[src/design/arp_pkg.sv]
// ----------------------------------------------------------------------------
// arp_pkg
// Shared types, constants and tables for the axis-angle point rotator.
// ----------------------------------------------------------------------------
package arp_pkg;

  localparam int CoordW  = 24;
  localparam int AxisW   = 16;
  localparam int AngleW  = 15;
  localparam int EntryW  = 18;
  localparam int CfgIdxW = 4;
  localparam int CfgW    = 16;
  localparam int FifoDepth = 4;
  localparam int FifoPtrW  = $clog2(FifoDepth);
  localparam int CordicSteps = 16;

  // register indexes
  localparam logic [CfgIdxW-1:0] REG_AXIS_X = 4'd0;
  localparam logic [CfgIdxW-1:0] REG_AXIS_Y = 4'd1;
  localparam logic [CfgIdxW-1:0] REG_AXIS_Z = 4'd2;
  localparam logic [CfgIdxW-1:0] REG_ANGLE  = 4'd3;

  localparam logic signed [19:0] CORDIC_GAIN = 20'sd39797;
  localparam logic signed [19:0] PI_Q16      = 20'sd205887;
  localparam logic signed [19:0] HALF_PI_Q16 = 20'sd102944;
  localparam logic signed [EntryW-1:0] ENTRY_ONE = 18'sd16384;

  typedef struct packed {
    logic signed [CoordW-1:0] point_x;
    logic signed [CoordW-1:0] point_y;
    logic signed [CoordW-1:0] point_z;
    logic                     last_point;
  } in_t;

  typedef struct packed {
    logic signed [CoordW-1:0] rotated_x;
    logic signed [CoordW-1:0] rotated_y;
    logic signed [CoordW-1:0] rotated_z;
    logic                     last_out;
  } out_t;

  typedef logic [EntryW-1:0] ent_t;
  typedef ent_t [8:0] mat_t;

  typedef enum logic [2:0] {
    MG_IDLE,
    MG_INIT,
    MG_ROT,
    MG_FIX,
    MG_MUL1,
    MG_MUL2
  } mg_state_t;

  function automatic logic signed [19:0] atan_q16(input logic [3:0] i);
    logic signed [19:0] v;
    case (i)
      4'd0:  v = 20'sd51472;
      4'd1:  v = 20'sd30386;
      4'd2:  v = 20'sd16055;
      4'd3:  v = 20'sd8150;
      4'd4:  v = 20'sd4091;
      4'd5:  v = 20'sd2047;
      4'd6:  v = 20'sd1024;
      4'd7:  v = 20'sd512;
      4'd8:  v = 20'sd256;
      4'd9:  v = 20'sd128;
      4'd10: v = 20'sd64;
      4'd11: v = 20'sd32;
      4'd12: v = 20'sd16;
      4'd13: v = 20'sd8;
      4'd14: v = 20'sd4;
      4'd15: v = 20'sd2;
      default: v = 20'sd0;
    endcase
    return v;
  endfunction

endpackage

[src/design/arp_fifo.sv]
// ----------------------------------------------------------------------------
// arp_fifo
// Short point queue between the accept front and the multiply back end.
// ----------------------------------------------------------------------------
module arp_fifo (
  input  logic          clk,
  input  logic          rst_n,
  input  logic          push,
  input  arp_pkg::in_t  push_data,
  input  logic          pop,
  output arp_pkg::in_t  head,
  output logic          nonempty,
  output logic          full
);
  import arp_pkg::*;

  in_t                 mem_r [FifoDepth];
  logic [FifoPtrW-1:0] wp_r, rp_r;
  logic [FifoPtrW:0]   cnt_r;

  logic do_pop;
  assign do_pop = pop && nonempty;

  always_ff @(posedge clk) begin
    if (push) mem_r[wp_r] <= push_data;
  end

  always_ff @(posedge clk) begin
    if (!rst_n) begin
      wp_r <= '0;
      rp_r <= '0;
      cnt_r <= '0;
    end else begin
      if (push) wp_r <= wp_r + 1'b1;
      if (do_pop) rp_r <= rp_r + 1'b1;
      cnt_r <= cnt_r + (FifoPtrW+1)'(push) - (FifoPtrW+1)'(do_pop);
    end
  end

  assign head     = mem_r[rp_r];
  assign nonempty = (cnt_r != '0);
  assign full     = (cnt_r == (FifoPtrW+1)'(FifoDepth));

endmodule

[config.mk]
export PLATFORM = sky130hd
export DESIGN_NAME = arp_fifo
export DESIGN_NICKNAME = d
export VERILOG_FILES = /design/src/design/arp_pkg.sv /design/src/design/arp_fifo.sv
export SDC_FILE = /design/constraint.sdc
export NUM_CORES = 1
export LEC_CHECK = 0
export BUFFER_PORTS_ARGS = -buffer_cell sky130_fd_sc_hd__buf_2
export CAP_MARGIN = 20
export CORE_MARGIN = 5
export CORE_UTILIZATION = 60
export DETAILED_ROUTE_END_ITERATION = 10
export PLACE_DENSITY = 0.94
export SETUP_SLACK_MARGIN = 0.02
export SYNTH_ARGS = -nofsm -noshare
export SYNTH_HDL_FRONTEND = slang
export SYNTH_SLANG_ARGS = --single-unit
[constraint.sdc]
create_clock -name clk -period 4.8 [get_ports clk]
set_input_delay 0.72 -clock clk [delete_from_list [all_inputs] [get_ports clk]]
set_output_delay 0.72 -clock clk [all_outputs]
set_load 0.02 [all_outputs]
== Word-level counts from Yosys, hierarchy flattened ==
Memory sizes are Yosys's and may differ from the RTL's. A register that Yosys moved wholly into a read port is not among the register bits.
Index checks and enable logic that the tools add are counted.

* Output and inout bits: 75
* Logic and storage cells: 15
* Memories: 1
* Bits in registers: 7
* Bits in writable memories: 292

{| class="wikitable"
|+ Memories
! name !! depth !! width !! rd ports !! clocked after memory_dff !! write ports !! RTL line !! text
|-
| mem_r || 4 || 73 || 1 || 1 || 1 || arp_fifo.sv:17 || <nowiki>in_t mem_r [FifoDepth];</nowiki>
|}

* Add/sub/neg operators: 4
* Muxes and demuxes: 4
* Equality and inequality tests: 1
* Reductions and logical operators: 2

{| class="wikitable"
|+ Operator list
! kind !! number
|-
| 2-bit by 1-bit adder with 2-bit output, second input constant || 2
|-
| 2-bit 2-to-1 mux || 2
|-
| 3-bit by 1-bit adder with 3-bit output || 1
|-
| 3-bit equality test, second input constant || 1
|-
| 3-bit nonzero test || 1
|-
| 3-bit by 1-bit subtractor with 3-bit output || 1
|-
| 1-bit 2-to-1 mux || 2
|-
| 1-bit logical AND || 1
|}

== Depth between registers and ports, before layout ==
* Depth after elaboration: 4
* Gate-level depth with buffers: 7

== Least setup slack after synthesis ==
OpenSTA, ideal clock, no wires.

* Kind: input port to flip-flop
* From: in push
* To: mem mem_r[0][0] in the netlist's numbering, enable pin
* Arrival: 2,427 ps
* Stages: 1
* Required time: 4,361 ps
* Setup slack: 1,934 ps
* Setup time: 439 ps
* Cells stage by stage: and2_1

* Longest elaborated chain between the ends: 2

{| class="wikitable"
|+ Ends and longest elaborated chain
! element !! RTL line !! text
|-
| from (decl) || arp_fifo.sv:8 || <nowiki>input logic push,</nowiki>
|-
| 1-bit 2-to-1 mux || arp_fifo.sv:25 || <nowiki>if (push) mem_r[wp_r] <= push_data;</nowiki>
|-
| 1-bit 2-to-1 mux (not written as such) || arp_fifo.sv:25 ||
|-
| to (decl) || arp_fifo.sv:17 ||
|}

Every way passes these cells.

==> reports/metrics.yaml <==
clk_pin_slew_ps: 60
wl_per_cell_um: 24.5
hold_class: "input pin to flip-flop"
crit_chain: "buf_12 -> mux4_2 -> buf_2"
cts_buffers: 29
synth-edff-count: 292
cp_max_fo: 46
synth.distinct_cells: 22
ios: 152
endpoint: "head[64]"
slew-limit-headroom_pct: 27.6
synth_area_leaders: "edfxtp_1, mux4_2, dfxtp_1"
drtIter0Drc: 377
place_hpwl_mm: 11.8
rrSetupSlack_ps: 2650
timing.setup.tns_ps: 0
ys_seq_area_share_pct: 80.7
grt_antenna_before_repair: 3
r2r-end: "cnt_r[2]"
setup_viol: 0
synth_top_area_share_pct: 79.1
clkPwrFrac_pct: 32.2
crit_type: "flip-flop to primary output"
layout-drive-gt1-share_pct: 44.2
clock_path_buffers: 3
clock-root-buffer: "clkbuf_16"
synth_nets: 510
maxClockFrequency_ghz: 0.301
nets: 680
pre_cts_ws_ps: 1960
hold_viol: 0
postCtsSetupBuffers: 0
finalPower_mw: 6.47
rsz0062_at_grt: "false"
htreeDepth: 1
irDropWorstVdd_v: 0.000390
clkSinkCount: 301
power_switching_share_pct: 26.0
die_h_um: 146
critPathSlowestCell: "dfxtp_4"
cp.arrival_ps: 2610
drtPass1Iterations: 4
wl_mm: 20.7
grt.overflow.total: 0
fp.coreArea_mm2: 0.0181
synth_area_mm2: 0.0111
synthFlopType: "edfxtp_1"
grt_pass1_wl_mm: 31.9
area_delta_synth_final_pct: 16.6
drc_errors: 0
cts_resized: 0
r2r_start: "cnt_r[1]"
worst_ep_required_time_ps: 4080
cp-start-kind: "flip-flop"
switching_power_mw: 1.68
max_stage_delay_ps: 960
vias: 4971
die_area_mm2: 0.0213
pwr-share-seq_pct: 49.4
ff2ff_path_depth: 7
power_density_mw_per_mm2: 501
portBuffers: 151
grt_pass1_vias: 5505
period_needed_ps: 3330
tightest_slew_ps: 1090
yosysWarningCount: 0
rows: 49
cts_tree: "done"
vias_per_cell: 5.88
intPower_mw: 4.78
syn_avg_cell_area_um2: 26.0
cap_violations: 0
die_w_um: 146
yosysTopAreaCell: "edfxtp_1"
end_kind: "primary output"
fillers: 1031
period_share_pct: 69.3
finalClockSkew_ps: 8.22
drtAntennaViolNets: 0
gp_congestion: 0.747
hold_buffers: 0
yosysMostFrequentCell: "edfxtp_1"
combPwrFrac_pct: 18.4
netlist_instances: 426
worstSkewPairLatency_ps: 520
synthTopCellsByCount: "edfxtp_1, mux4_2, dfxtp_1"
ys_seq_elements: 301
status: "completed"
grt_usage_pct: 19.5
p_leak_nw: 4.37
worst_hold_slack_ps: 414
start_util_pct: 61.3
final_max_slew_viol_count: 0
async_flop_share_pct: 0
fin_ws_ps: 1470
grt_max_degree: 74
## worst min-delay path by stage
| stage | to | startpoint | depth (start not counted) |
|---|---|---|---|
| 2_1_floorplan | flip-flop | rp_r[1] | 2 |
| 3_3_place_gp | flip-flop | rp_r[1] | 2 |
| 3_5_place_dp | flip-flop | rp_r[1] | 2 |
| 4_1_cts | mem_r[0][55] | push_data[55] | 1 |
| 5_1_grt | mem_r[0][48] | push_data[48] | 1 |
| 6_report | mem_r[1][54] | push_data[54] | 1 |
## registers in the layout (all words and copies together) (netlist names), named ones only
name,flops
cnt_r,3
rp_r,2
mem_r,292
wp_r,2
## metrics by stage
step           utilization, %  cell area, um2  cells
6_report                 71.4           12900    846
5_1_grt                  71.4           12900    846
4_1_cts                  71.0           12800    842
3_5_place_dp             66.2           12000    791
3_3_place_gp             66.2           12000    791
2_1_floorplan               -           11100    426
## layer usage
layer / vias up / global-route usage, % / share of wire [%]
li1: 2160 / - / -
met1: 2570 / 25.0 / 37
met2: 187 / 33.5 / 53
met3: 50 / 4.98 / 6.7
met4: 4 / 6.13 / 2.8
met5: - / 0 / 0.10
## power groups by stage
| stage | registers (mW) | logic, mW | clock network, mW |
|---|---|---|---|
| finish | 3.19 | 1.19 | 2.08 |
| global route | 3.22 | 1.27 | 2.25 |
| CTS | 3.21 | 1.19 | 2.13 |
| detailed placement | 3.26 | 1.18 | 0 |
| global placement | 3.24 | 1.13 | 0 |
| floorplan | 3.12 | 0.995 | 0 |
## critical path: cells and delay by family (launching register included)
family / cells / cell delay [ps]
flip-flops: 1 / 960
buffers and inverters: 2 / 540
multiplexers: 1 / 580
## cell type report
class / instances / area [um2] / area share, %
antenna: 1 / 2.50 / 0.0194
clock buffer: 39 / 783 / 6.06
clock inverter: 12 / 86.3 / 0.668
inverter: 6 / 22.5 / 0.174
multi-input combinational: 103 / 1930 / 14.9
sequential: 301 / 8960 / 69.3
tap: 229 / 287 / 2.22
timing repair buffer: 155 / 851 / 6.59
## layout by cell type (no fill, tap or decap)
cell type / count
edfxtp_1: 292
buf_2: 151
mux4_2: 72
clkbuf_16: 29
clkbuf_1: 8
dfxtp_1: 7
inv_1: 6
ha_1: 6
clkinv_2: 5
and2_4: 4
and2_1: 4
mux2i_1: 4
clkinv_1: 4
nand2_1: 2
nand2b_1: 2
dfxtp_4: 2
clkbuf_8: 2
buf_16: 2
buf_12: 2
diode_2: 1
o31a_1: 1
and3_1: 1
or3_1: 1
mux4_1: 1
xor2_1: 1
o311ai_0: 1
nor2b_1: 1
xnor3_1: 1
fa_1: 1
bufinv_16: 1
clkinv_4: 1
clkinvlp_4: 1
## kinds of logic (layout without fill, tap and decap cells)
| group | after synthesis | in the layout | share of synthesized area [%] |
|---|---|---|---|
| flops | 301 | 301 | 80.7 |
| xor+xnor | 2 | 2 | 0.282 |
| compound gates | 2 | 2 | 0.158 |
| buf+inv | 22 | 212 | 1.93 |
| other cells | 0 | 1 | 0 |
| mux | 77 | 77 | 15.2 |
| fa+ha+maj | 7 | 7 | 0.858 |
| simple gates | 15 | 15 | 0.802 |
Note: power is estimated with default switching activity, not from simulation.
