File: src/design/arp_pkg.sv
// ----------------------------------------------------------------------------
// arp_pkg
// Shared types, constants and tables for the axis-angle point rotator.
// ----------------------------------------------------------------------------
package arp_pkg;

  localparam int CoordW  = 24;
  localparam int AxisW   = 16;
  localparam int AngleW  = 15;
  localparam int EntryW  = 18;
  localparam int CfgIdxW = 4;
  localparam int CfgW    = 16;
  localparam int FifoDepth = 4;
  localparam int FifoPtrW  = $clog2(FifoDepth);
  localparam int CordicSteps = 16;

  // register indexes
  localparam logic [CfgIdxW-1:0] REG_AXIS_X = 4'd0;
  localparam logic [CfgIdxW-1:0] REG_AXIS_Y = 4'd1;
  localparam logic [CfgIdxW-1:0] REG_AXIS_Z = 4'd2;
  localparam logic [CfgIdxW-1:0] REG_ANGLE  = 4'd3;

  localparam logic signed [19:0] CORDIC_GAIN = 20'sd39797;
  localparam logic signed [19:0] PI_Q16      = 20'sd205887;
  localparam logic signed [19:0] HALF_PI_Q16 = 20'sd102944;
  localparam logic signed [EntryW-1:0] ENTRY_ONE = 18'sd16384;

  typedef struct packed {
    logic signed [CoordW-1:0] point_x;
    logic signed [CoordW-1:0] point_y;
    logic signed [CoordW-1:0] point_z;
    logic                     last_point;
  } in_t;

  typedef struct packed {
    logic signed [CoordW-1:0] rotated_x;
    logic signed [CoordW-1:0] rotated_y;
    logic signed [CoordW-1:0] rotated_z;
    logic                     last_out;
  } out_t;

  typedef logic [EntryW-1:0] ent_t;
  typedef ent_t [8:0] mat_t;

  typedef enum logic [2:0] {
    MG_IDLE,
    MG_INIT,
    MG_ROT,
    MG_FIX,
    MG_MUL1,
    MG_MUL2
  } mg_state_t;

  function automatic logic signed [19:0] atan_q16(input logic [3:0] i);
    logic signed [19:0] v;
    case (i)
      4'd0:  v = 20'sd51472;
      4'd1:  v = 20'sd30386;
      4'd2:  v = 20'sd16055;
      4'd3:  v = 20'sd8150;
      4'd4:  v = 20'sd4091;
      4'd5:  v = 20'sd2047;
      4'd6:  v = 20'sd1024;
      4'd7:  v = 20'sd512;
      4'd8:  v = 20'sd256;
      4'd9:  v = 20'sd128;
      4'd10: v = 20'sd64;
      4'd11: v = 20'sd32;
      4'd12: v = 20'sd16;
      4'd13: v = 20'sd8;
      4'd14: v = 20'sd4;
      4'd15: v = 20'sd2;
      default: v = 20'sd0;
    endcase
    return v;
  endfunction

endpackage

File: src/design/arp_matgen.sv
// ----------------------------------------------------------------------------
// arp_matgen
// Config registers, CORDIC cos/sin and sequential build of the 3x3 matrix.
// ----------------------------------------------------------------------------
module arp_matgen (
  input  logic                         clk,
  input  logic                         rst_n,
  input  logic                         cfg_we,
  input  logic [arp_pkg::CfgIdxW-1:0]  cfg_index,
  input  logic [arp_pkg::CfgW-1:0]     cfg_wdata,
  output arp_pkg::mat_t                mat,
  output logic                         busy
);
  import arp_pkg::*;

  mg_state_t state_r, state_nxt;

  logic signed [AxisW-1:0]  ax_r, ay_r, az_r;
  logic signed [AngleW-1:0] ang_r;
  logic signed [19:0]       x_r, y_r, z_r;
  logic [3:0]               it_r, k_r;
  logic signed [17:0]       c_r, s_r;
  logic signed [18:0]       omc_r;
  logic signed [31:0]       prod_r;
  logic signed [34:0]       lin_r;
  mat_t                     mat_r;

  logic cfg_hit;
  assign cfg_hit = cfg_we && (cfg_index <= REG_ANGLE);

  // angle folding
  logic signed [19:0] z0, zf;
  logic               neg0;
  always_comb begin
    z0 = $signed({ang_r[AngleW-1], ang_r, 4'b0000});
    zf = z0;
    neg0 = 1'b0;
    if (z0 > HALF_PI_Q16) begin
      zf = z0 - PI_Q16;
      neg0 = 1'b1;
    end else if (z0 < -HALF_PI_Q16) begin
      zf = z0 + PI_Q16;
      neg0 = 1'b1;
    end
  end
  logic neg_r;

  // final rounding of cordic outputs
  logic signed [19:0] cx, sy;
  logic signed [17:0] cq, sq;
  always_comb begin
    cx = (x_r + 20'sd2) >>> 2;
    sy = (y_r + 20'sd2) >>> 2;
    cq = neg_r ? -cx[17:0] : cx[17:0];
    sq = neg_r ? -sy[17:0] : sy[17:0];
  end

  // operand selection for entry k
  logic signed [AxisW-1:0] ai, aj, al;
  logic                    lneg, lzero, diag;
  always_comb begin
    ai = ax_r; aj = ax_r; al = ax_r; lneg = 1'b0; lzero = 1'b0; diag = 1'b0;
    case (k_r)
      4'd0: begin ai = ax_r; aj = ax_r; lzero = 1'b1; diag = 1'b1; end
      4'd1: begin ai = ax_r; aj = ay_r; al = az_r; lneg = 1'b1; end
      4'd2: begin ai = ax_r; aj = az_r; al = ay_r; end
      4'd3: begin ai = ax_r; aj = ay_r; al = az_r; end
      4'd4: begin ai = ay_r; aj = ay_r; lzero = 1'b1; diag = 1'b1; end
      4'd5: begin ai = ay_r; aj = az_r; al = ax_r; lneg = 1'b1; end
      4'd6: begin ai = ax_r; aj = az_r; al = ay_r; lneg = 1'b1; end
      4'd7: begin ai = ay_r; aj = az_r; al = ax_r; end
      4'd8: begin ai = az_r; aj = az_r; lzero = 1'b1; diag = 1'b1; end
      default: begin lzero = 1'b1; end
    endcase
  end

  logic signed [31:0] pij;
  logic signed [33:0] las;
  logic signed [34:0] lin_nxt;
  assign pij = ai * aj;
  assign las = al * s_r;
  always_comb begin
    if (lzero) lin_nxt = '0;
    else if (lneg) lin_nxt = -35'(las);
    else lin_nxt = 35'(las);
  end

  logic signed [50:0] pm;
  logic signed [55:0] psum;
  logic signed [27:0] prnd;
  logic signed [EntryW-1:0] ent;
  logic diag_r;
  assign pm = prod_r * omc_r;
  always_comb begin
    psum = 56'(pm) + (56'(lin_r) <<< 14) + (diag_r ? (56'(c_r) <<< 28) : 56'sd0)
         + 56'sd134217728;
    prnd = psum[55:28];
    if (prnd > 28'sd131071) ent = 18'sd131071;
    else if (prnd < -28'sd131072) ent = -18'sd131072;
    else ent = prnd[17:0];
  end

  always_ff @(posedge clk) begin
    if (!rst_n) state_r <= MG_IDLE;
    else state_r <= state_nxt;
  end

  always_comb begin
    state_nxt = state_r;
    case (state_r)
      MG_IDLE: state_nxt = MG_IDLE;
      MG_INIT: state_nxt = MG_ROT;
      MG_ROT:  if (it_r == 4'(CordicSteps - 1)) state_nxt = MG_FIX;
      MG_FIX:  state_nxt = MG_MUL1;
      MG_MUL1: state_nxt = MG_MUL2;
      MG_MUL2: state_nxt = (k_r == 4'd8) ? MG_IDLE : MG_MUL1;
      default: state_nxt = MG_IDLE;
    endcase
    // a write restarts the build
    if (cfg_hit) state_nxt = MG_INIT;
  end

  always_ff @(posedge clk) begin
    if (!rst_n) begin
      ax_r <= '0;
      ay_r <= '0;
      az_r <= 16'sd16384;
      ang_r <= '0;
      for (int i = 0; i < 9; i++) mat_r[i] <= (i % 4 == 0) ? ENTRY_ONE : '0;
    end else begin
      if (cfg_hit) begin
        case (cfg_index)
          REG_AXIS_X: ax_r <= cfg_wdata;
          REG_AXIS_Y: ay_r <= cfg_wdata;
          REG_AXIS_Z: az_r <= cfg_wdata;
          REG_ANGLE:  ang_r <= cfg_wdata[AngleW-1:0];
          default: ;
        endcase
      end
      if (state_r == MG_MUL2 && !cfg_hit) mat_r[k_r] <= ent;
    end
  end

  always_ff @(posedge clk) begin
    case (state_r)
      MG_INIT: begin
        x_r <= CORDIC_GAIN;
        y_r <= '0;
        z_r <= zf;
        neg_r <= neg0;
        it_r <= '0;
      end
      MG_ROT: begin
        if (z_r >= 0) begin
          x_r <= x_r - (y_r >>> it_r);
          y_r <= y_r + (x_r >>> it_r);
          z_r <= z_r - atan_q16(it_r);
        end else begin
          x_r <= x_r + (y_r >>> it_r);
          y_r <= y_r - (x_r >>> it_r);
          z_r <= z_r + atan_q16(it_r);
        end
        it_r <= it_r + 4'd1;
      end
      MG_FIX: begin
        c_r <= cq;
        s_r <= sq;
        omc_r <= 19'sd16384 - 19'(cq);
        k_r <= '0;
      end
      MG_MUL1: begin
        prod_r <= pij;
        lin_r <= lin_nxt;
        diag_r <= diag;
      end
      MG_MUL2: k_r <= k_r + 4'd1;
      default: ;
    endcase
  end

  assign mat  = mat_r;
  assign busy = (state_r != MG_IDLE);

endmodule

File: config.mk
export PLATFORM = sky130hd
export DESIGN_NAME = arp_matgen
export DESIGN_NICKNAME = d
export VERILOG_FILES = /design/src/design/arp_pkg.sv /design/src/design/arp_matgen.sv
export SDC_FILE = /design/constraint.sdc
export NUM_CORES = 2
export LEC_CHECK = 0
export ABC_AREA = 1
export ABC_CLOCK_PERIOD_IN_PS = 7730
export BUFFER_PORTS_ARGS = -buffer_cell sky130_fd_sc_hd__buf_2
export CAP_MARGIN = 30
export CORE_MARGIN = 5
export CORE_UTILIZATION = 55
export CTS_BUF_LIST = sky130_fd_sc_hd__clkbuf_8
export CTS_CLUSTER_SIZE = 12
export DETAILED_ROUTE_END_ITERATION = 10
export PLACE_DENSITY = 0.8
export SYNTH_ARGS = -nofsm -noshare
export SYNTH_HDL_FRONTEND = slang
export SYNTH_SLANG_ARGS = --single-unit
File: constraint.sdc
create_clock -name clk -period 7.73 [get_ports clk]
set_input_delay 0.3865 -clock clk [delete_from_list [all_inputs] [get_ports clk]]
set_output_delay 0.3865 -clock clk [all_outputs]
set_load 0.05 [all_outputs]
# Yosys cells after proc, flatten, opt, wreduce, memory -nomap -nowiden
# Memories as Yosys holds them, arrays and structs flattened. A register that Yosys moved wholly into a read port is not among the register bits.
# Cells that the tools add are included.
dict set report word_totals {
  ff_bits 420
  mem_bits_ro 512
  inputBits 23
  out_inout_bits 163
  elab_cells 138
  memories 2
}
# name words word_bits rd rd_clocked_by_memory_dff wr line_no
set memory_table {}
lappend memory_table {{(no name shown)} 16 16 1 1 0 arp_pkg.sv:56} ;# case (i)
lappend memory_table {{(no name shown)} 16 16 1 1 0 arp_pkg.sv:56}
dict set report classes {
  n_addsub 19
  n_mul 3
  order_cmp 8
  eq_ne 19
  shifts 2
  n_mux 35
  bitwise_logic 1
  n_reduce_logical 22
}
# cell n
set ops {}
lappend ops {{20-bit two-way mux} 9}
lappend ops {{162-bit bitwise mux} 1}
lappend ops {{20-bit one-hot mux with 2 select lines} 3}
lappend ops {{16-bit one-hot mux with 2 select lines} 3}
lappend ops {{18-bit two-way mux} 5}
lappend ops {{18-bit demux with 4-bit select} 1}
lappend ops {{20-bit adder} 3}
lappend ops {{20-bit subtractor} 3}
lappend ops {{52-bit by 56-bit adder with 56-bit output} 1}
lappend ops {{56-bit by 29-bit adder with 56-bit output (second input constant)} 1}
lappend ops {{56-bit two-way mux} 1}
lappend ops {{51-bit by 49-bit adder with 52-bit output} 1}
lappend ops {{32-bit by 19-bit multiplier with 51-bit output} 1}
lappend ops {{20-bit by 3-bit adder with 20-bit output (second input constant)} 2}
lappend ops {{20-bit by 4-bit >>> shifter with 20-bit output} 2}
lappend ops {{18-bit negator} 2}
lappend ops {{35-bit two-way mux} 1}
lappend ops {{34-bit negator with 35-bit output} 1}
lappend ops {{16-bit by 18-bit multiplier with 34-bit output} 1}
lappend ops {{16-bit by 16-bit multiplier with 32-bit output} 1}
lappend ops {{28-bit by 18-bit greater-than comparator with 1-bit output (second input constant)} 1}
lappend ops {{28-bit by 18-bit < comparator with 1-bit output (second input constant)} 1}
lappend ops {{19-bit by 19-bit adder with 20-bit output (second input constant)} 1}
lappend ops {{20-bit by 1-bit greater-or-equal comparator with 1-bit output (second input constant)} 1}
lappend ops {{other kinds (33)} 62}

# Logic depth before layout (Yosys ltp)
dict set report logic_depth {
  ltp_word 8
  depth_mapped 42
  depth_no_buf 40
}

# Least setup slack after synthesis
# No wires, ideal clock.
dict set report synth_timing {
  path_kind {register to register}
  from {register k_r[0]}
  to {register prod_r[31] (data pin)}
  setup_time_ns 0.262
  t_arrival_ns 7.138
  required_time_ns 7.468
  setup_slack_ns 0.330
  path_stages_with_launch 30
  path_buffers 1
  period_less_slack_ns 7.400
  path_cell_list {edfxtp_1 -> ha_1 -> nand2_1 -> nor2_1 -> nor2_1 -> inv_2 -> nor2_2 -> inv_1 -> nor2_4 -> inv_1 -> o21ai_1 -> clkbuf_1 -> nor2_1 -> fa_1 -> fa_1 -> inv_1 -> fa_1 -> fa_1 -> fa_1 -> fa_1 -> inv_1 -> ha_1 -> nand2_1 -> nor2_1 -> nand2_1 -> or4_1 -> o221ai_1 -> a21oi_1 -> o21bai_1 -> xor2_1}
}
dict set report synth_between {
  elab_chain_cells 4
  word_cells_on_any_way 14
  cone_classes {1 x mul; 8 x eq/ne; 2 x mux; 3 x reduce/logical}
}
# element line_no
set synth_rtl {}
lappend synth_rtl {{start: declaration} arp_matgen.sv:21} ;# logic [3:0] it_r, k_r;
lappend synth_rtl {{start signal: assignment} arp_matgen.sv:176} ;# MG_MUL2: k_r <= k_r + 4'd1;
lappend synth_rtl {{4-bit == test (tied with other cells)} arp_matgen.sv:63} ;# case (k_r)
lappend synth_rtl {{5-bit OR reduction (no source line) / 3-bit OR reduction (equally long branches)} -}
lappend synth_rtl {{16-bit one-hot mux with 2 select lines} arp_matgen.sv:63}
lappend synth_rtl {{16-bit by 16-bit multiplier with 32-bit output *} arp_matgen.sv:80} ;# assign pij = ai * aj;
lappend synth_rtl {{net pij[31]} arp_matgen.sv:77} ;# logic signed [31:0] pij;
lappend synth_rtl {{end signal: assignment} arp_matgen.sv:172} ;# prod_r <= pij;
lappend synth_rtl {{end: declaration} arp_matgen.sv:24} ;# logic signed [31:0] prod_r;
# The timed path passes the listed nets; every way through them passes the cells marked *.
# A chain may end at the register's enable or synchronous reset.

# Worst setup path in the final report
dict set report layout_timing {
  from {register k_r[1]}
  to {register lin_r[28] (data pin)}
}
dict set report layout_between {
  elab_chain_cells 6
  word_cells_on_any_way 15
  cone_classes {1 x add/sub; 1 x mul; 6 x eq/ne; 3 x mux; 4 x reduce/logical}
}
# element line_no
set layout_rtl {}
lappend layout_rtl {{4-bit by 3-bit == test with 1-bit output (tied with other cells)} arp_matgen.sv:63}
lappend layout_rtl {{2-bit OR reduction (no source line)} -}
lappend layout_rtl {{16-bit one-hot mux with 2 select lines} arp_matgen.sv:63}
lappend layout_rtl {{16-bit by 18-bit multiplier with 34-bit output} arp_matgen.sv:81} ;# assign las = al * s_r;
lappend layout_rtl {{34-bit negator with 35-bit output} arp_matgen.sv:84} ;# else if (lneg) lin_nxt = -35'(las);
lappend layout_rtl {{35-bit two-way mux} arp_matgen.sv:84}
lappend layout_rtl {{end signal: assignment} arp_matgen.sv:173} ;# lin_r <= lin_nxt;
lappend layout_rtl {{end: declaration} arp_matgen.sv:25} ;# logic signed [34:0] lin_r;
# Parallel ways exist; a longest one is shown, timed or not.

==> key figures <==
STA
  • RSZ-0062 raised after global routing: yes
  • Fin crit share: 97.8%
  • Peak Freq: 0.132 GHz
  • Max_slew headroom: 34.7%
  • Setup Skew: 0.0848 ns
  • Setup WS post-layout: 0.170 ns
  • Endpoints failing hold: 0
  • Crit path time final: 7.56 ns
  • Setup_tns: 0 ns
  • Final hold slack: ~0.058 ns
  • Final setup viols: 0
  • Fin. max-slew vios: 0
  • Worst-margin pin slew: ~1 ns

Logic synthesis
  • Synth warn: 0
  • Cell taking the most area after synthesis: fa_1
  • #FFs+latches synth: 435
  • Synth top area share: 34.0%
  • Synth Instances: 9,482
  • Async SR Flop Fraction: 0%
  • Most common cell in the netlist: inv_1
  • Synthesized area: 72,300 um2
  • Commonest cells post-synth: inv_1 (2,363), nand2_1 (2,132), fa_1 (1,229)
  • Distinct cell type count after synthesis: 63
  • Mean Syn Cell Area: 7.62 um2
  • EDFF count, synth: 191
  • Area contributors post-synth: fa_1 (34%), inv_1 (12%), nand2_1 (11%), edfxtp_1 (7.9%), dfxtp_1 (6.8%)
  • Syn nets: ~11,000
  • Sequential element share of the synthesized area: roughly 15%
  • Dominant synthesized flop cell: dfxtp_1

Floorplanning
  • Rows: 133
  • Die height: 372 um
  • # IOs: 186
  • DIE WIDTH: 372 um
  • Core Area: 131,000 um2
  • Die Area: 139,000 um2
  • Initial Utilization: 55.2%

Place
  • DP HPWL: 175,000 um
  • GP Congestion: 1.00
  • Buffers on Ports: 185
  • Placed inst area: between 70,000 and 80,000 um2
  • Dpl ws: -0.269 ns
  • Dpl cells: 11,583

Clocking
  • Clock transition at path regs: around 0.080 ns
  • Root Buffer: clkbuf_8
  • Clock Latency Late Sink: 0.79 ns
  • Clock Sinks: 435
  • H-tree levels: 3
  • Num CTS Buffers: 74
  • Clock Path Buffers: 3
  • CTS tree: yes

Detailed routing
  • Antenna-violating nets left: 0
  • Final WL: 219,000 um
  • Via density: around 5.4
  • DRT Pass-1 Iters: 6
  • DR vias: 63,543
  • WL/cell: 18.5 um
  • DRT iter0 DRCs: 5,332
  • Drc violations: 0

Flow run
  • Maximum Capacitance Violations: 0

Worst setup path
  • Buf+Inv Stages, Crit Path: 14
  • Worst setup EP type: register
  • Most used cell, CP: nand2_2
  • CP startpoint kind: register
  • Required time of the critical path: 8.34 ns
  • Critical Path Fanout Max: 5
  • Arrival time of the worst setup path: between 8 and 9 ns
  • Worst path slowest cell: fa_2
  • Largest stage delay, worst path: between 0.5 and 0.6 ns
  • Delay-heaviest family, CP: adder cells
  • WS Path Type: reg2reg

Layout
  • Final instance area: 82,500 um2
  • Post-layout util: between 60% and 70%
  • Filler Cells Inserted: 11,027
  • Final net count: 11,615
  • Area Growth Syn to Fin: 14.2%
  • Multi-input gate area: around 53,000 um2
  • Reg area: 10,600 um2
  • Post-Layout Cell Count: roughly 12,000
  • Ratio of cells with drive above 1 in the final layout: 13.6%

Run status
  • Status: finished clean

GRT
  • Vias in the first global route: 64,137
  • Largest net degree at the start of global routing: 86
  • Global route overflow: 0
  • All-Layer GR Usage: around 31%
  • Initial antenna violation count: 6
  • First-pass GRT wire length: about 340,000 um

Pwr
  • P_leak: ~43 nW
  • PnR Total Power: 14.0 mW
  • PD cells: 170 nW/um2
  • VDD IR max: around 480 uV

Worst hold path
  • HP Class: in2reg
path summary, 6_finish.rpt:
| kind | slack (ns) | from | cells past startpoint | endpoint |
|---|---|---|---|---|
| max reg2reg | 0.17 | k_r[1]$_SDFFCE_PN0P_ | 40 | lin_r[28]$_SDFFCE_PN0P_ |
| min | 0.06 | cfg_wdata[4] | 3 | ang_r[4]$_SDFFE_PN0P_ |
| max | 0.17 | k_r[1]$_SDFFCE_PN0P_ | 40 | lin_r[28]$_SDFFCE_PN0P_ |
| min reg2reg | 0.51 | ax_r[10]$_SDFFE_PN0P_ | 2 | ax_r[10]$_SDFFE_PN0P_ |
report_power, final:
group	switching, mW	internal [mW]
Clock	1.10	1.08
Sequential	0.0503	2.46
Combinational	5.78	3.58
Total	6.93	7.12
registers in the layout (all words and copies together), names as in the netlist, 15 cells and up, named ones only:
| signal | count |
|---|---|
| ax_r | 16 |
| ang_r | 15 |
| z_r | 20 |
| az_r | 16 |
| lin_r | 35 |
| omc_r | 18 |
| c_r | 18 |
| y_r | 20 |
| mat | 162 |
| prod_r | 32 |
| ay_r | 16 |
| x_r | 20 |
| s_r | 18 |
cell usage in the layout (no fill, tap or decap), types with 61 or more instances in the layout:
master / n
a21oi_1: 358
buf_2: 186
o21ai_0: 344
inv_2: 61
xor2_1: 116
xnor2_1: 74
fa_1: 1214
clkbuf_8: 80
edfxtp_1: 191
nand4_1: 61
ha_1: 325
nor2_1: 791
nand3_1: 219
nand2_1: 2080
inv_1: 2363
buf_4: 462
nand3_2: 96
buf_12: 64
dfxtp_1: 244
logic make-up after synthesis:
kind of cell | Yosys count | synth area share [%]
fa+ha+maj | 1597 | 40.4
compound gates | 981 | 7.44
xor+xnor | 200 | 2.46
simple gates | 3517 | 20.4
flops | 435 | 14.7
buf+inv | 2749 | 14.5
mux | 3 | 0.0416
layout make-up:
class	instances	share of cell area (%)
clock buffer	79	1.32
tap	1755	2.66
clock inverter	58	0.493
multi-input combinational	6300	63.7
inverter	2420	11.1
antenna	4	0.0121
timing repair inverter	2	0.0182
timing repair buffer	762	7.82
sequential	435	12.9
tightest hold or removal path, cell delays in order:
cell	delay (ns)
buf_2	0.16
o21ai_0	0.11
a21oi_1	0.11
repair_timing:
action | in CTS | in global routing
endpoints found under the setup margin | 170 | 188
buffers inserted | 1 | 68
hold buffers | 6 | 0
endpoints found under the hold margin | 7 | 0
cloned | 0 | 17
gates resized for setup | 24 | 414
pin swaps | 3 | 93
layer usage:
layer / vias to the layer above / wire [um] / GRT usage (%)
met5: - / 0 / 0
met4: 0 / 12200 / 12.8
met1: 30667 / 85500 / 40.2
met3: 716 / 19800 / 5.77
li1: 29135 / - / -
met2: 3025 / 101000 / 50.2
(Power assumes the default switching activity.)
